### src/rtl/utf8d_pkg.sv
// ----------------------------------------------------------------------------
// utf8d_pkg
// Types, codes and decode helpers for the lenient UTF-8 decoder.
// ----------------------------------------------------------------------------
package utf8d_pkg;

    localparam int CP_W    = 21;
    localparam int BYTE_W  = 8;
    localparam int TDATA_W = 24;   // code point padded to whole bytes

    // Sequence length opened by a byte; value equals the byte count.
    typedef enum logic [2:0] {
        LEN_STRAY = 3'd0,
        LEN_1     = 3'd1,
        LEN_2     = 3'd2,
        LEN_3     = 3'd3,
        LEN_4     = 3'd4
    } len_t;

    typedef struct packed {
        logic [CP_W-1:0] cp;
        logic            last;
    } res_t;

    function automatic len_t seq_len(input logic [BYTE_W-1:0] b);
        len_t l;
        if ((b & 8'h80) == 8'h00)      l = LEN_1;
        else if ((b & 8'hE0) == 8'hC0) l = LEN_2;
        else if ((b & 8'hF0) == 8'hE0) l = LEN_3;
        else if ((b & 8'hF8) == 8'hF0) l = LEN_4;
        else                           l = LEN_STRAY;
        return l;
    endfunction

    function automatic logic [CP_W-1:0] cp2(input logic [BYTE_W-1:0] b0,
                                            input logic [BYTE_W-1:0] b1);
        return {10'd0, b0[4:0], b1[5:0]};
    endfunction

    function automatic logic [CP_W-1:0] cp3(input logic [BYTE_W-1:0] b0,
                                            input logic [BYTE_W-1:0] b1,
                                            input logic [BYTE_W-1:0] b2);
        return {5'd0, b0[3:0], b1[5:0], b2[5:0]};
    endfunction

    function automatic logic [CP_W-1:0] cp4(input logic [BYTE_W-1:0] b0,
                                            input logic [BYTE_W-1:0] b1,
                                            input logic [BYTE_W-1:0] b2,
                                            input logic [BYTE_W-1:0] b3);
        return {b0[2:0], b1[5:0], b2[5:0], b3[5:0]};
    endfunction

endpackage

### src/rtl/utf8_lenient_decoder.sv
// ----------------------------------------------------------------------------
// utf8_lenient_decoder
// Lenient streaming UTF-8 decoder: one text byte in, zero to two code points out.
// ----------------------------------------------------------------------------
// Results are registered: a result is on the master side in the cycle after its byte is taken.
// Throughput: one byte per cycle while m_axis_tready is high; a byte that yields two
//   code points holds the slave side while the two-entry result queue drains.
// Reset (rst_n low, asynchronous): no sequence open, result queue empty.
//   Buffered sequence bytes are not cleared; they are read only once written.
// ----------------------------------------------------------------------------
module utf8_lenient_decoder
    import utf8d_pkg::*;
(
    input  logic               clk,
    input  logic               rst_n,
    // input byte stream
    input  logic               s_axis_tvalid,
    output logic               s_axis_tready,
    input  logic [BYTE_W-1:0]  s_axis_tdata,   // [7:0] text_byte
    input  logic               s_axis_tlast,   // end_of_text
    // code point stream
    output logic               m_axis_tvalid,
    input  logic               m_axis_tready,
    output logic [TDATA_W-1:0] m_axis_tdata,   // [20:0] code_point, [23:21] zero
    output logic               m_axis_tlast    // run_last
);

    // ------------------------------------------------------------------------
    // Open sequence: lead byte plus up to two continuation bytes.
    // pend_cnt_reg == 0 means no sequence is open.
    // ------------------------------------------------------------------------
    logic [1:0]        pend_cnt_reg, pend_cnt_next;
    logic [BYTE_W-1:0] pend0_reg, pend0_next;
    logic [BYTE_W-1:0] pend1_reg, pend1_next;
    logic [BYTE_W-1:0] pend2_reg, pend2_next;

    // Result queue, two entries; q0 is the head.
    logic [1:0] q_cnt_reg, q_cnt_next;
    res_t       q0_reg, q0_next;
    res_t       q1_reg, q1_next;

    logic       accept;
    logic       pop;

    // Decode of the current byte
    logic [BYTE_W-1:0] byte_in;
    logic              eot;
    len_t              in_len;
    len_t              lead_len;
    len_t              p1_len;
    logic [2:0]        n_have;      // bytes of the sequence including this one
    logic [1:0]        n_res;
    res_t              r0, r1;

    assign byte_in  = s_axis_tdata;
    assign eot      = s_axis_tlast;
    assign in_len   = seq_len(byte_in);
    assign lead_len = seq_len(pend0_reg);
    assign p1_len   = seq_len(pend1_reg);
    assign n_have   = {1'b0, pend_cnt_reg} + 3'd1;

    // Accept only when the queue is empty after this cycle's pop, so both
    // possible results of the byte always fit.
    assign pop           = m_axis_tvalid && m_axis_tready;
    assign s_axis_tready = (q_cnt_reg == 2'd0) || ((q_cnt_reg == 2'd1) && m_axis_tready);
    assign accept        = s_axis_tvalid && s_axis_tready;

    always_comb
    begin
        n_res         = 2'd0;
        r0.cp         = {13'd0, byte_in};
        r1.cp         = {13'd0, byte_in};
        pend_cnt_next = pend_cnt_reg;
        pend0_next    = pend0_reg;
        pend1_next    = pend1_reg;
        pend2_next    = pend2_reg;

        if (pend_cnt_reg == 2'd0)
        begin
            if (in_len == LEN_1)
            begin
                n_res = 2'd1;
            end
            else if (in_len != LEN_STRAY && !eot)
            begin
                // lead byte opens a sequence
                pend0_next    = byte_in;
                pend_cnt_next = 2'd1;
            end
        end
        else if (n_have >= lead_len)
        begin
            // sequence complete
            n_res         = 2'd1;
            pend_cnt_next = 2'd0;
            case (lead_len)
                LEN_2:   r0.cp = cp2(pend0_reg, byte_in);
                LEN_3:   r0.cp = cp3(pend0_reg, pend1_reg, byte_in);
                default: r0.cp = cp4(pend0_reg, pend1_reg, pend2_reg, byte_in);
            endcase
        end
        else if (eot)
        begin
            // string ends inside a sequence: drop the lead, redo the tail
            pend_cnt_next = 2'd0;
            if (pend_cnt_reg == 2'd1)
            begin
                if (in_len == LEN_1)
                    n_res = 2'd1;
            end
            else if (p1_len == LEN_1)
            begin
                r0.cp = {13'd0, pend1_reg};
                n_res = (in_len == LEN_1) ? 2'd2 : 2'd1;
            end
            else if (p1_len == LEN_2)
            begin
                r0.cp = cp2(pend1_reg, byte_in);
                n_res = 2'd1;
            end
            else if (in_len == LEN_1)
            begin
                // tail lead incomplete or stray: only the final byte may pass
                n_res = 2'd1;
            end
        end
        else
        begin
            // buffer another continuation byte
            if (pend_cnt_reg == 2'd1)
                pend1_next = byte_in;
            else
                pend2_next = byte_in;
            pend_cnt_next = pend_cnt_reg + 2'd1;
        end

        r0.last = (n_res == 2'd1);
        r1.last = 1'b1;
    end

    // Queue update
    always_comb
    begin
        q_cnt_next = q_cnt_reg;
        q0_next    = q0_reg;
        q1_next    = q1_reg;
        if (accept)
        begin
            q_cnt_next = n_res;
            q0_next    = r0;
            q1_next    = r1;
        end
        else if (pop)
        begin
            q_cnt_next = q_cnt_reg - 2'd1;
            q0_next    = q1_reg;
        end
    end

    always_ff @(posedge clk or negedge rst_n)
    begin
        if (!rst_n)
        begin
            pend_cnt_reg <= 2'd0;
            q_cnt_reg    <= 2'd0;
        end
        else
        begin
            if (accept)
                pend_cnt_reg <= pend_cnt_next;
            q_cnt_reg <= q_cnt_next;
        end
    end

    // payload, no reset
    always_ff @(posedge clk)
    begin
        if (accept)
        begin
            pend0_reg <= pend0_next;
            pend1_reg <= pend1_next;
            pend2_reg <= pend2_next;
        end
        q0_reg <= q0_next;
        q1_reg <= q1_next;
    end

    assign m_axis_tvalid = (q_cnt_reg != 2'd0);
    assign m_axis_tdata  = {{(TDATA_W-CP_W){1'b0}}, q0_reg.cp};
    assign m_axis_tlast  = q0_reg.last;

    // ------------------------------------------------------------------------
    // Assertions
    // ------------------------------------------------------------------------
    // queue never overfills
    a_q_bound: assert property (@(posedge clk) disable iff (!rst_n)
        q_cnt_reg != 2'd3)
        else $error("result queue count out of range");

    // a full queue holds a byte's second result, which closes its run
    a_q_second_last: assert property (@(posedge clk) disable iff (!rst_n)
        q_cnt_reg == 2'd2 |-> q1_reg.last)
        else $error("second queued result not marked last");

    // three buffered bytes only for a 4-byte lead
    a_cnt3_len4: assert property (@(posedge clk) disable iff (!rst_n)
        pend_cnt_reg == 2'd3 |-> lead_len == LEN_4)
        else $error("three buffered bytes without a 4-byte lead");

    // end of text always closes the open sequence
    a_eot_closes: assert property (@(posedge clk) disable iff (!rst_n)
        accept && eot |=> pend_cnt_reg == 2'd0)
        else $error("sequence still open after end of text");

endmodule
### config.mk
export PLATFORM = sky130hd
export DESIGN_NAME = utf8_lenient_decoder
export DESIGN_NICKNAME = d
export VERILOG_FILES = /design/src/rtl/utf8d_pkg.sv /design/src/rtl/utf8_lenient_decoder.sv
export SDC_FILE = /design/constraint.sdc
export NUM_CORES = 1
export LEC_CHECK = 0
export ABC_AREA = 1
export BUFFER_PORTS_ARGS = -buffer_cell sky130_fd_sc_hd__buf_2
export CORE_ASPECT_RATIO = 1.1
export CORE_MARGIN = 2
export CORE_UTILIZATION = 61
export DETAILED_ROUTE_END_ITERATION = 16
export HOLD_SLACK_MARGIN = 0.12
export PLACE_DENSITY = 0.85
export SLEW_MARGIN = 20
export SYNTH_ARGS = -nofsm -noshare
export SYNTH_HDL_FRONTEND = slang
export SYNTH_SLANG_ARGS = --single-unit
### constraint.sdc
create_clock -name clk -period 7.45 [get_ports clk]
set_clock_uncertainty 0.05 [all_clocks]
set_input_delay 0 -clock clk [delete_from_list [all_inputs] [get_ports clk]]
set_output_delay 0 -clock clk [all_outputs]
set_load 0.02 [all_outputs]
# ---- After elaboration in Yosys (flattened, before gate mapping)
# Cells that the tools add are included.
dict set report classes {
  add_sub_neg 3
  n_mux 36
  reduce_logical 18
  eq_ne 19
  bitwise 5
  n_lt_le_gt_ge 1
}
# operator n
set ops {}
lappend ops {{two-way mux 11 bit} 4}
lappend ops {{two-way mux 22 bit} 2}
lappend ops {{two-way mux 21 bit} 2}
lappend ops {{case mux 21 bit (2 select lines)} 1}
lappend ops {{two-way mux 3 bit} 12}
lappend ops {{two-way mux 2 bit} 13}
lappend ops {{zero test 8 bit} 3}
lappend ops {{equality test 5 bit, second input constant} 3}
lappend ops {{equality test 4 bit, second input constant} 3}
lappend ops {{AND reduction 5 bit} 2}
lappend ops {{equality test 3 x 2 -> 1 bit, second input constant} 3}
lappend ops {{equality test 3 bit, second input constant} 3}
lappend ops {{equality test 2 x 1 -> 1 bit, second input constant} 3}
lappend ops {{equality test 3 x 1 -> 1 bit, second input constant} 2}
lappend ops {{inverter 1 bit} 5}
lappend ops {{logical AND 1 bit} 4}
lappend ops {{zero test 2 bit} 2}
lappend ops {{AND reduction 4 bit} 1}
lappend ops {{nonzero test 2 bit} 2}
lappend ops {{adder 2 x 1 -> 3 bit, second input constant} 1}
lappend ops {{>= comparator 3 bit} 1}
lappend ops {{AND reduction 3 bit} 1}
lappend ops {{nonzero test 3 bit} 1}
lappend ops {{adder 2 x 1 -> 2 bit, second input constant} 1}
lappend ops {{6 further kinds} 7}
dict set report totals {
  elab_cells 90
  reg_bits 56
  out_inout_bits 27
  input_bits 13
}

# ---- Depth between registers and ports, before layout
# Gate-level depths: netlist (run 1).
dict set report depth {
  ltp_word 15
  depth_mapped 13
  depth_no_buf 13
}

# ---- Least setup slack after synthesis (run 1)
# Ideal clock, no wire load.
dict set report synth_timing {
  path_type {register -> register}
  startpoint {register pend0_reg[7]}
  endpoint {register pend1_reg[0], enable pin}
  path_buffers 1
  arrival_time_ns 2.145
  required_ns 7.017
  slack_ns 4.871
  synth_period_minus_slack_ns 2.579
  path_stages_with_launch 11
  cell_sequence {edfxtp_1 nand2_1 inv_1 nand2_1 buf_4 ha_1 nand3_1 nand3_2 nor2_2 nand2_1 nor3_1}
}
dict set report synth_between {
  elab_chain_len 8
  elab_cells_between_ends 11
  classes_between {order compare: 1; eq/ne: 3; mux: 4; bitwise: 1; reduce/logical: 2}
}
# item line
set synth_rtl {}
lappend synth_rtl {{from (decl)} utf8_lenient_decoder.sv:33} ;# logic [BYTE_W-1:0] pend0_reg, pend0_next;
lappend synth_rtl {{from (signal assigned)} utf8_lenient_decoder.sv:180} ;# pend0_reg <= pend0_next;
lappend synth_rtl {{equality test 5 bit} utf8d_pkg.sv:30} ;# else if ((b & 8'hF8) == 8'hF0) l = LEN_4;
lappend synth_rtl {{two-way mux 3 bit} utf8d_pkg.sv:30}
lappend synth_rtl {{two-way mux 3 bit} utf8d_pkg.sv:29} ;# else if ((b & 8'hF0) == 8'hE0) l = LEN_3;
lappend synth_rtl {{two-way mux 3 bit} utf8d_pkg.sv:28} ;# else if ((b & 8'hE0) == 8'hC0) l = LEN_2;
lappend synth_rtl {{two-way mux 3 bit (*)} utf8d_pkg.sv:27} ;# if ((b & 8'h80) == 8'h00) l = LEN_1;
lappend synth_rtl {{>= comparator 3 bit (*)} utf8_lenient_decoder.sv:91} ;# else if (n_have >= lead_len)
lappend synth_rtl {{inverter 1 bit (no line) (*)} --}
lappend synth_rtl {{AND reduction 5 bit (no line) (*)} --}
lappend synth_rtl {{to (signal assigned)} utf8_lenient_decoder.sv:181} ;# pend1_reg <= pend1_next;
lappend synth_rtl {{to (decl)} utf8_lenient_decoder.sv:34} ;# logic [BYTE_W-1:0] pend1_reg, pend1_next;
# Mark *: on every way between the ends. The rest lies on a longest branch, timed or not.
# A chain may end at the register's enable or synchronous reset.

# ---- Worst setup path in the final report (run 1)
dict set report layout_timing {
  startpoint {register pend0_reg[7]}
  endpoint {register pend2_reg[2], enable pin}
}
dict set report layout_between {
  elab_chain_len 8
  elab_cells_between_ends 11
  classes_between {order compare: 1; eq/ne: 3; mux: 4; bitwise: 1; reduce/logical: 2}
}
# item line
set layout_rtl {}
lappend layout_rtl {{equality test 5 bit} utf8d_pkg.sv:30}
lappend layout_rtl {{two-way mux 3 bit} utf8d_pkg.sv:30}
lappend layout_rtl {{two-way mux 3 bit} utf8d_pkg.sv:29}
lappend layout_rtl {{two-way mux 3 bit} utf8d_pkg.sv:28}
lappend layout_rtl {{two-way mux 3 bit (*)} utf8d_pkg.sv:27}
lappend layout_rtl {{>= comparator 3 bit (*)} utf8_lenient_decoder.sv:91}
lappend layout_rtl {{inverter 1 bit (no line) (*)} --}
lappend layout_rtl {{AND reduction 5 bit (no line) (*)} --}
lappend layout_rtl {{to (signal assigned)} utf8_lenient_decoder.sv:182} ;# pend2_reg <= pend2_next;
lappend layout_rtl {{to (decl)} utf8_lenient_decoder.sv:35} ;# logic [BYTE_W-1:0] pend2_reg, pend2_next;
# Marked as above.

==> impl_metrics.toml, run 1 <==
[critical_path]
cp_max_fo = 12
critical_path_class = "reg -> reg"
worst_ep_required_time_ns = 7.35
start_kind = "flop"
cp-end-kind = "flop"
worst_ep_arrival_time_ns = 2.94

[layout]
multiInputGateArea_um2 = 840
layout.area.seq_um2 = 1660
drive_above_1_share_pct = 20.7
diodes = 0
fin_util_pct = 73.0
largest_reg_flops = 21
fillers = 288
nets = 329
syn2layout_area_growth_pct = 16.4

[synth]
ys_ff_latch = 56
yosysSeqAreaShare_pct = 62.3
syn_area_per_cell_um2 = 10.4
synth_cell_types = 29
syn_area_um2 = 2670
syn_inst = 257
synth.yosys.warnings = 0

[hold_path]
hold_class = "in -> reg"

[floorplanning]
dieArea_um2 = 4920
ios = 40
initial_core_util_pct = 62.7
die_x_um = 67.0
die_h_um = 73.3
core_area_um2 = 4250
rows = 25

[clock_network]
cts_tree = "done"
numCtsBuffers = 5
post_cts_buffers = 0
cts_hold_buf = 12
clk_pin_slew_ns = 0.10
cts_max_path_buffers = 2
htreeDepth = 2
clkLatencyLatePin_ns = 0.31
cts.sinks = 56
clockRootBuffer = "clkbuf_8"
cts_resized = 0

[sta]
slew_headroom_pct = 35.2
hold_viol = 0
setup_viol = 0
worst_pin_slew_ns = 0.965
period_minus_slack_ns = 3.04
clock.fmax_mhz = 329
worst_slack_ns = 4.41
drv_slew = 0
period_share_pct = 40.8
rsz0062_at_grt = "no"
setup_tns_ns = 0

[grt]
overflow = 0
antenna_found_initial = 0
grt_pass1_vias = 1806
track_usage_pct = 24.1
grt_pass1_wl_mm = 8.63
grt_max_degree = 25

[job]
drv_cap = 0

[detailed_routing]
drc = 0
drt-pass1-iter-count = 7
initialDrtViolationCount = 259
post_drt_via_cell_ratio = 5.52
vias = 2002
wl_mm = 5.35
post_drt_wl_per_cell_um = 14.7
ant_nets = 0

[run_status]
run_status = "complete, no violations"

[placement]
place.gp.congestion = 0.971
pre_cts_ws_ns = 4.37
place_hpwl_mm = 3.79
port_buffers = 36

[pwr]
vdd_drop_max_uv = 151
powerDensity_nw_per_um2 = 325
p_leak_nw = 1.35
total_power_mw = 1.01
## worst paths after layout
path / start / to / slack [ns] / cells after the start
worst min register to register: q1_reg[2] / m_axis_tdata[1] / 0.49 / 2
min in group asynchronous: rst_n / pend_cnt_reg[0] / 0.53 / 3
worst max-delay path: pend0_reg[7] / pend2_reg[2] / 4.41 / 9
worst min-delay path: s_axis_tvalid / q_cnt_reg[1] / 0.20 / 5
worst max register to register: pend0_reg[7] / pend2_reg[2] / 4.41 / 9
max in group asynchronous: rst_n / q_cnt_reg[0] / 6.64 / 3
## synth_stat cells
| library cell | number | area share (%) |
|---|---|---|
| ha_1 | 8 | 3.8 |
| nor2_1 | 16 | 2.3 |
| o22ai_1 | 1 | 0.23 |
| nor2_8 | 1 | 0.75 |
| inv_1 | 31 | 4.4 |
| dfrtp_1 | 4 | 3.8 |
| buf_4 | 4 | 1.1 |
| nor3_4 | 1 | 0.61 |
| edfxtp_1 | 52 | 59 |
| nor2_4 | 2 | 0.84 |
| clkbuf_1 | 1 | 0.14 |
| o221ai_1 | 3 | 0.99 |
| conb_1 | 1 | 0.14 |
| or2_2 | 1 | 0.23 |
| o211ai_1 | 1 | 0.28 |
| o211ai_2 | 1 | 0.47 |
| inv_2 | 6 | 0.84 |
| nand2_1 | 71 | 10 |
| nand3_1 | 18 | 3.4 |
| o21bai_1 | 1 | 0.28 |
| nor3_1 | 4 | 0.75 |
| nand4_1 | 2 | 0.47 |
| a21oi_1 | 14 | 2.6 |
| nand3_2 | 2 | 0.75 |
| nand2_2 | 3 | 0.70 |
| nor2_2 | 1 | 0.23 |
| o21ai_0 | 5 | 0.94 |
| a21oi_2 | 1 | 0.33 |
| buf_2 | 1 | 0.19 |
## critical path, stage by stage (launching register included)
cell      delay [ns]
edfxtp_1        0.40
nand2_1         0.16
inv_1           0.11
nand2_1         0.31
ha_1            0.33
nand3_1         0.11
nand3_2         0.16
nor2_2          0.16
nand2_1         0.13
nor3_1          0.76
## stage by stage
| step | std cells | hold WS, ns | instance area (um^2) |
|---|---|---|---|
| finish | 363 | 0.200 | 3100 |
| global placement | 343 | -0.240 | 2880 |
| detailed placement | 343 | -0.238 | 2880 |
| CTS | 363 | 0.157 | 3100 |
| global route | 363 | 0.241 | 3100 |
| floorplan | 259 | -0.346 | 2670 |
## area by class of cell
| type | instances | share of cell area [%] |
|---|---|---|
| sequential | 56 | 53.5 |
| multi-input combinational | 160 | 27.0 |
| timing repair buffer | 48 | 9.67 |
| inverter | 37 | 4.47 |
| clock buffer | 5 | 2.22 |
| tap | 54 | 2.18 |
| clock inverter | 3 | 0.887 |
## where the power goes
part	leakage (nW)	internal, mW	total (mW)	switching (mW)
clock network	0.0463	0.0692	0.173	0.104
registers	0.543	0.431	0.452	0.0208
logic	0.761	0.114	0.385	0.271
total	1.35	0.614	1.01	0.395
## routing by layer
metal | global-route usage [%] | up-vias | share of wire, %
li1 | - | 954 | -
met1 | 34.6 | 914 | 41
met2 | 35.6 | 120 | 46
met3 | 5.97 | 14 | 10
met4 | 9.52 | 0 | 2.6
met5 | 0 | - | 0
## logic make-up after synthesis
group | synth area share [%]
AO/OA/AOI/OAI | 6.15
AND/OR/NAND/NOR | 21.0
flip-flops | 62.3
buffers and inverters | 6.66
other | 0.141
adder cells (fa/ha/maj) | 3.75
## cell usage in the layout, fill, tap and decap left out, types with 3 or more instances in the layout
cell type	Yosys	final
nand2_1	71	71
edfxtp_1	52	52
buf_2	1	36
inv_1	31	31
nand3_1	18	18
nor2_1	16	16
a21oi_1	14	14
dlygate4sd3_1	0	12
ha_1	8	8
inv_2	6	6
o21ai_0	5	5
clkbuf_8	0	5
dfrtp_1	4	4
nand2_2	3	3
nor3_1	4	3
o221ai_1	3	3
conb_1	1	3
(Power assumes the default switching activity.)
==> run 2, diff against run 1 <==
--- a/config.mk
+++ b/config.mk
@@ -5,14 +5,14 @@
 export SDC_FILE = /design/constraint.sdc
 export NUM_CORES = 1
 export LEC_CHECK = 0
-export ABC_AREA = 1
+export ABC_AREA = 0
 export BUFFER_PORTS_ARGS = -buffer_cell sky130_fd_sc_hd__buf_2
 export CORE_ASPECT_RATIO = 1.1
 export CORE_MARGIN = 2
-export CORE_UTILIZATION = 61
+export CORE_UTILIZATION = 56
 export DETAILED_ROUTE_END_ITERATION = 16
 export HOLD_SLACK_MARGIN = 0.12
-export PLACE_DENSITY = 0.85
+export PLACE_DENSITY = 0.79
 export SLEW_MARGIN = 20
 export SYNTH_ARGS = -nofsm -noshare
 export SYNTH_HDL_FRONTEND = slang
==> constraint.sdc (replaced) <==
create_clock -name clk -period 3.05 [get_ports clk]
set_clock_uncertainty 0.05 [all_clocks]
set_input_delay 0 -clock clk [delete_from_list [all_inputs] [get_ports clk]]
set_output_delay 0 -clock clk [all_outputs]
set_load 0.02 [all_outputs]
==> impl_metrics.toml, run 2 <==
[run_status]
run_status = "complete, no violations"

[synth]
synthTopCellsByCount = "edfxtp_1, nand2_1, nor2_1, o21ai_0"
synth_compound_area_share_pct = 12.5
synth-edff-count = 52
yosysSeqAreaShare_pct = 64.7
synth_top_family_by_area = "compound AO/OA/AOI/OAI gates"
syn_area_per_cell_um2 = 13.0
yosysTopAreaCellShare_pct = 60.8
synth.area.top_cells = "edfxtp_1, dfrtp_1, ha_1, mux2i_1, nand2_1"
synth_top_area_cell = "edfxtp_1"
synth.mux.area_fraction_pct = 3.16
ys_ff_latch = 56
syn_area_um2 = 2570
synthXorXnorAreaFrac_pct = 0
syn_inst = 198
yosysMostFrequentCell = "edfxtp_1"
synth.yosys.warnings = 0
ys.flop_type = "edfxtp_1"
synthArstFlopShare_pct = 7.14
yosys.area_share.simple_pct = 12.1
synth_fa_ha_area_share_pct = 3.89
synth_cell_types = 45

[layout]
syn2layout_area_growth_pct = 16.1
largest_reg_flops = 21
fin_cells = 302
drive_above_1_share_pct = 21.4
diodes = 0
final_common_cell = "edfxtp_1"
nets = 268
final_cell_mix = "edfxtp_1, buf_2, nand2_1"

[floorplanning]
dieArea_um2 = 5150
die_x_um = 68.6
die_h_um = 75.1
initial_core_util_pct = 59.1
ios = 40
rows = 25
core_area_um2 = 4350

[hold_path]
hold_class = "in -> reg"
min-delay-start = "s_axis_tlast"
min_to = "pend_cnt_reg[1]"
whs_path_depth = 3

[sta]
rsz0062_at_grt = "no"
setup_tns_ns = 0
worst_pin_slew_ns = 0.650
drv_slew = 0
clock.fmax_mhz = 387
hold_slack_ns = 0.154
slew_headroom_pct = 56.6
period_share_pct = 84.7
period_minus_slack_ns = 2.58
setup_viol = 0
hold_viol = 0

[detailed_routing]
wl_mm = 5.07
vias = 1738
initialDrtViolationCount = 215
post_drt_via_cell_ratio = 5.75
drc = 0
drt-pass1-iter-count = 4
ant_nets = 0
post_drt_wl_per_cell_um = 16.8

[critical_path]
rrSetupSlack_ns = 0.47
max_stage_delay_ns = 0.57
ff2ff_path_depth = 9
cp-end-kind = "flop"
worst_ep_required_time_ns = 3.06
crit_slowest_cell = "or3_1"
cpMostUsedCell = "nand2_1"
start_kind = "flop"
cp_max_fo = 7
critical_path_class = "reg -> reg"
crit_path_cell_trace = "nand2_1 -> a21oi_1 -> inv_1 -> ha_1 -> nand2_1 -> o21ai_1 -> or3_1 -> mux2i_1 -> o21ai_0"
worst_ep_arrival_time_ns = 2.59
r2r-end = "m_axis_tdata[5]"
rr_startpoint = "pend0_reg[7]"

[clock_network]
numCtsBuffers = 5
cts.sinks = 56
cts_max_path_buffers = 2
post_cts_buffers = 0
clk_pin_slew_ns = 0.10
clockRootBuffer = "clkbuf_8"
htreeDepth = 2
clkLatencyLatePin_ns = 0.31
cts_resized = 0
cts_tree = "done"

[job]
drv_cap = 0

[pwr]
powerDensity_nw_per_um2 = 748
vdd_drop_max_uv = 445
p_leak_nw = 1.19

[placement]
place.gp.congestion = 0.883
port_buffers = 36
dpl.cell_count = 284
place_hpwl_mm = 3.46

[grt]
grt_max_degree = 27
grt_pass1_wl_mm = 7.86
track_usage_pct = 21.6
antenna_found_initial = 0
overflow = 0
grt_pass1_vias = 1631
## run 2: how the worst max path moves through the flow
stage            startpoint         endpoint  slack, ns  cells after the start
3_5_place_dp   pend0_reg[5]  m_axis_tdata[5]       0.51                      8
2_1_floorplan  pend0_reg[4]     pend2_reg[0]       0.50                      8
3_3_place_gp   pend0_reg[5]  m_axis_tdata[3]       0.56                      8
4_1_cts        pend0_reg[5]  m_axis_tdata[5]       0.47                      8
6_report       pend0_reg[7]  m_axis_tdata[5]       0.47                      9
5_1_grt        pend0_reg[7]     pend1_reg[0]       0.27                      9
## run 2: cell families (layout without fill, tap and decap cells)
family,count (synthesis),count (layout)
AO/OA/AOI/OAI,47,47
adder cells (fa/ha/maj),8,8
AND/OR/NAND/NOR,59,59
multiplexers,8,8
flip-flops,56,56
buffers and inverters,19,67
other,1,3
## run 2: where the power goes
part	internal, mW	switching, mW	total, mW
Clock	0.164	0.230	0.393
Combinational	0.270	0.512	0.782
Sequential	1.01	0.0482	1.06
Total	1.44	0.790	2.23
## run 2: critical path: cells and delay by family, from the launching register on
family	cells	cell delay [ns]
flops	1	0.40
buf+inv	1	0.08
fa+ha+maj	1	0.28
simple gates	3	0.82
compound gates	3	0.48
mux	1	0.23
## run 2: through the flow
stage               total power, mW  cell area [um^2]  util (%)  setup slack [ns]
floorplan                      1.60              2580         -             0.499
global placement               1.81              2790      64.3             0.563
detailed placement             1.83              2790      64.3             0.509
CTS                            2.23              2980      68.6             0.475
global route                   2.36              2980      68.6             0.271
finish                         2.23              2980      68.6             0.466
## run 2: routing by layer
| layer | GRT usage [%] | wire length [um] | part of all wire [%] |
|---|---|---|---|
| met1 | 30.2 | 2220 | 44 |
| met2 | 33.1 | 2470 | 49 |
| met3 | 4.33 | 325 | 6.4 |
| met4 | 9.56 | 59 | 1.2 |
| met5 | 0 | 0 | 0 |
## run 2: what timing repair did
item,in CTS,in global routing
endpoints found under the setup margin,0,0
hold buffers,10,0
endpoints found under the hold margin,37,0
## run 2: area by class of cell
class                           count  area (um^2)
Timing Repair Buffer               49          303
Clock buffer                        6         72.6
Inverter                           10         37.5
Tap cell                           54         67.6
Multi-Input combinational cell    125          825
Clock inverter                      2         16.3
Sequential cell                    56         1660
Fill cell                         324         1370
==> run 3, diff against run 2 <==
--- a/config.mk
+++ b/config.mk
@@ -5,7 +5,7 @@
 export SDC_FILE = /design/constraint.sdc
 export NUM_CORES = 1
 export LEC_CHECK = 0
-export ABC_AREA = 0
+export ABC_AREA = 1
 export BUFFER_PORTS_ARGS = -buffer_cell sky130_fd_sc_hd__buf_2
 export CORE_ASPECT_RATIO = 1.1
 export CORE_MARGIN = 2
==> constraint.sdc (replaced) <==
create_clock -name clk -period 2.6 [get_ports clk]
set_clock_uncertainty 0.05 [all_clocks]
set_input_delay 0 -clock clk [delete_from_list [all_inputs] [get_ports clk]]
set_output_delay 0 -clock clk [all_outputs]
set_load 0.02 [all_outputs]
==> impl_metrics.toml, run 3 (synthesis results as in run 1) <==
[detailed_routing]
initialDrtViolationCount = 202
post_drt_via_cell_ratio = 5.35
wl_mm = 5.66
vias = 1985
drt-pass1-iter-count = 4
ant_nets = 0
drc = 0
post_drt_wl_per_cell_um = 15.3

[layout]
syn2layout_area_growth_pct = 18.3
fin_cells = 371
nets = 335
diodes = 0
drive_above_1_share_pct = 21.9
largest_reg_flops = 21
final_common_cell = "nand2_1"
final_cell_mix = "nand2_1, edfxtp_1, buf_2"

[pwr]
vdd_drop_max_uv = 908
p_leak_nw = 1.38
powerDensity_nw_per_um2 = 927

[sta]
period_share_pct = 90.8
rsz0062_at_grt = "no"
clock.fmax_mhz = 424
drv_slew = 0
setup_tns_ns = 0
setup_viol = 0
worst_pin_slew_ns = 0.932
slew_headroom_pct = 37.8
period_minus_slack_ns = 2.36
hold_viol = 0

[floorplanning]
rows = 26
dieArea_um2 = 5330
die_h_um = 76.4
ios = 40
core_area_um2 = 4620
die_x_um = 69.8
initial_core_util_pct = 57.7

[critical_path]
cp-startpoint = "pend0_reg[7]"
r2r-end = "pend1_reg[0]"
worst_ep_required_time_ns = 2.58
crit_path_end = "pend1_reg[0]"
rr_startpoint = "pend0_reg[7]"
ff2ff_path_depth = 11
cp-end-kind = "flop"
critical_path_class = "reg -> reg"
worst_ep_arrival_time_ns = 2.34
cp_max_fo = 8
start_kind = "flop"
rrSetupSlack_ns = 0.24

[grt]
track_usage_pct = 22.8
grt_pass1_vias = 1942
overflow = 0
grt_pass1_wl_mm = 9.28
grt_max_degree = 25
antenna_found_initial = 0

[clock_network]
post_cts_buffers = 0
clk_pin_slew_ns = 0.10
clkLatencyLatePin_ns = 0.31
cts_max_path_buffers = 2
numCtsBuffers = 5
clockRootBuffer = "clkbuf_8"
htreeDepth = 2
cts.sinks = 56
cts_tree = "done"

[placement]
place_hpwl_mm = 4.11
dpl.cell_count = 351
place.gp.congestion = 0.952
port_buffers = 36

[hold_path]
hold_class = "in -> reg"

[job]
drv_cap = 0

[run_status]
run_status = "complete, no violations"
run 3: layer usage:
metal	global-route usage, %	share of wire, %
met5	0	0
met4	10.0	3.7
met3	4.76	6.2
met2	37.7	49
met1	28.9	41
run 3: cell type report:
| type | count | area [um^2] |
|---|---|---|
| Sequential cell | 56 | 1660 |
| Timing Repair Buffer | 54 | 345 |
| Tap cell | 56 | 70.1 |
| Clock inverter | 3 | 21.3 |
| Clock buffer | 5 | 68.8 |
| Fill cell | 350 | 1470 |
| Multi-Input combinational cell | 160 | 847 |
| Inverter | 37 | 139 |
run 3: worst min path at each step:
stage,start,end,slack [ns],cells past startpoint
finish,s_axis_tvalid,q_cnt_reg[1],0.16,5
global route,s_axis_tvalid,q1_reg[7],0.23,3
CTS,s_axis_tvalid,q_cnt_reg[1],0.15,5
detailed placement,rst_n,pend_cnt_reg[1],-0.23,1
global placement,rst_n,pend_cnt_reg[1],-0.24,1
floorplan,rst_n,pend_cnt_reg[0],-0.35,0
run 3: what timing repair did:
item                                   4_1_cts  5_1_grt
setup endpoints to repair                    0        8
endpoints found under the hold margin       42        0
gates resized for setup                      0        2
hold buffers                                12        0
run 3: critical path: stages, from the launching register on:
cell and delay (ns):
edfxtp_1 0.42, nand2_1 0.16, inv_1 0.11, nand2_1 0.17
nand2_1 0.08, ha_1 0.27, nand3_1 0.12, nand3_4 0.14
nor2_4 0.13, nand2_1 0.11, nor3_1 0.15, buf_4 0.20
run 3: stage by stage:
stage	area [um^2]	total power [mW]	worst slack (ns)	utilization (%)	hold WS (ns)
2_1_floorplan	2670	2.11	0.0213	-	-0.346
3_3_place_gp	2930	2.38	0.283	63.4	-0.236
3_5_place_dp	2930	2.42	0.213	63.4	-0.234
4_1_cts	3140	2.91	0.193	68.0	0.154
5_1_grt	3150	3.10	0.0324	68.3	0.230
6_report	3150	2.92	0.240	68.3	0.163
run 3: report_power, final:
| group | switching, mW | internal (mW) | leakage [nW] | total [mW] |
|---|---|---|---|---|
| sequential | 0.0587 | 1.23 | 0.543 | 1.29 |
| clock | 0.289 | 0.192 | 0.0445 | 0.481 |
| combinational | 0.797 | 0.353 | 0.792 | 1.15 |
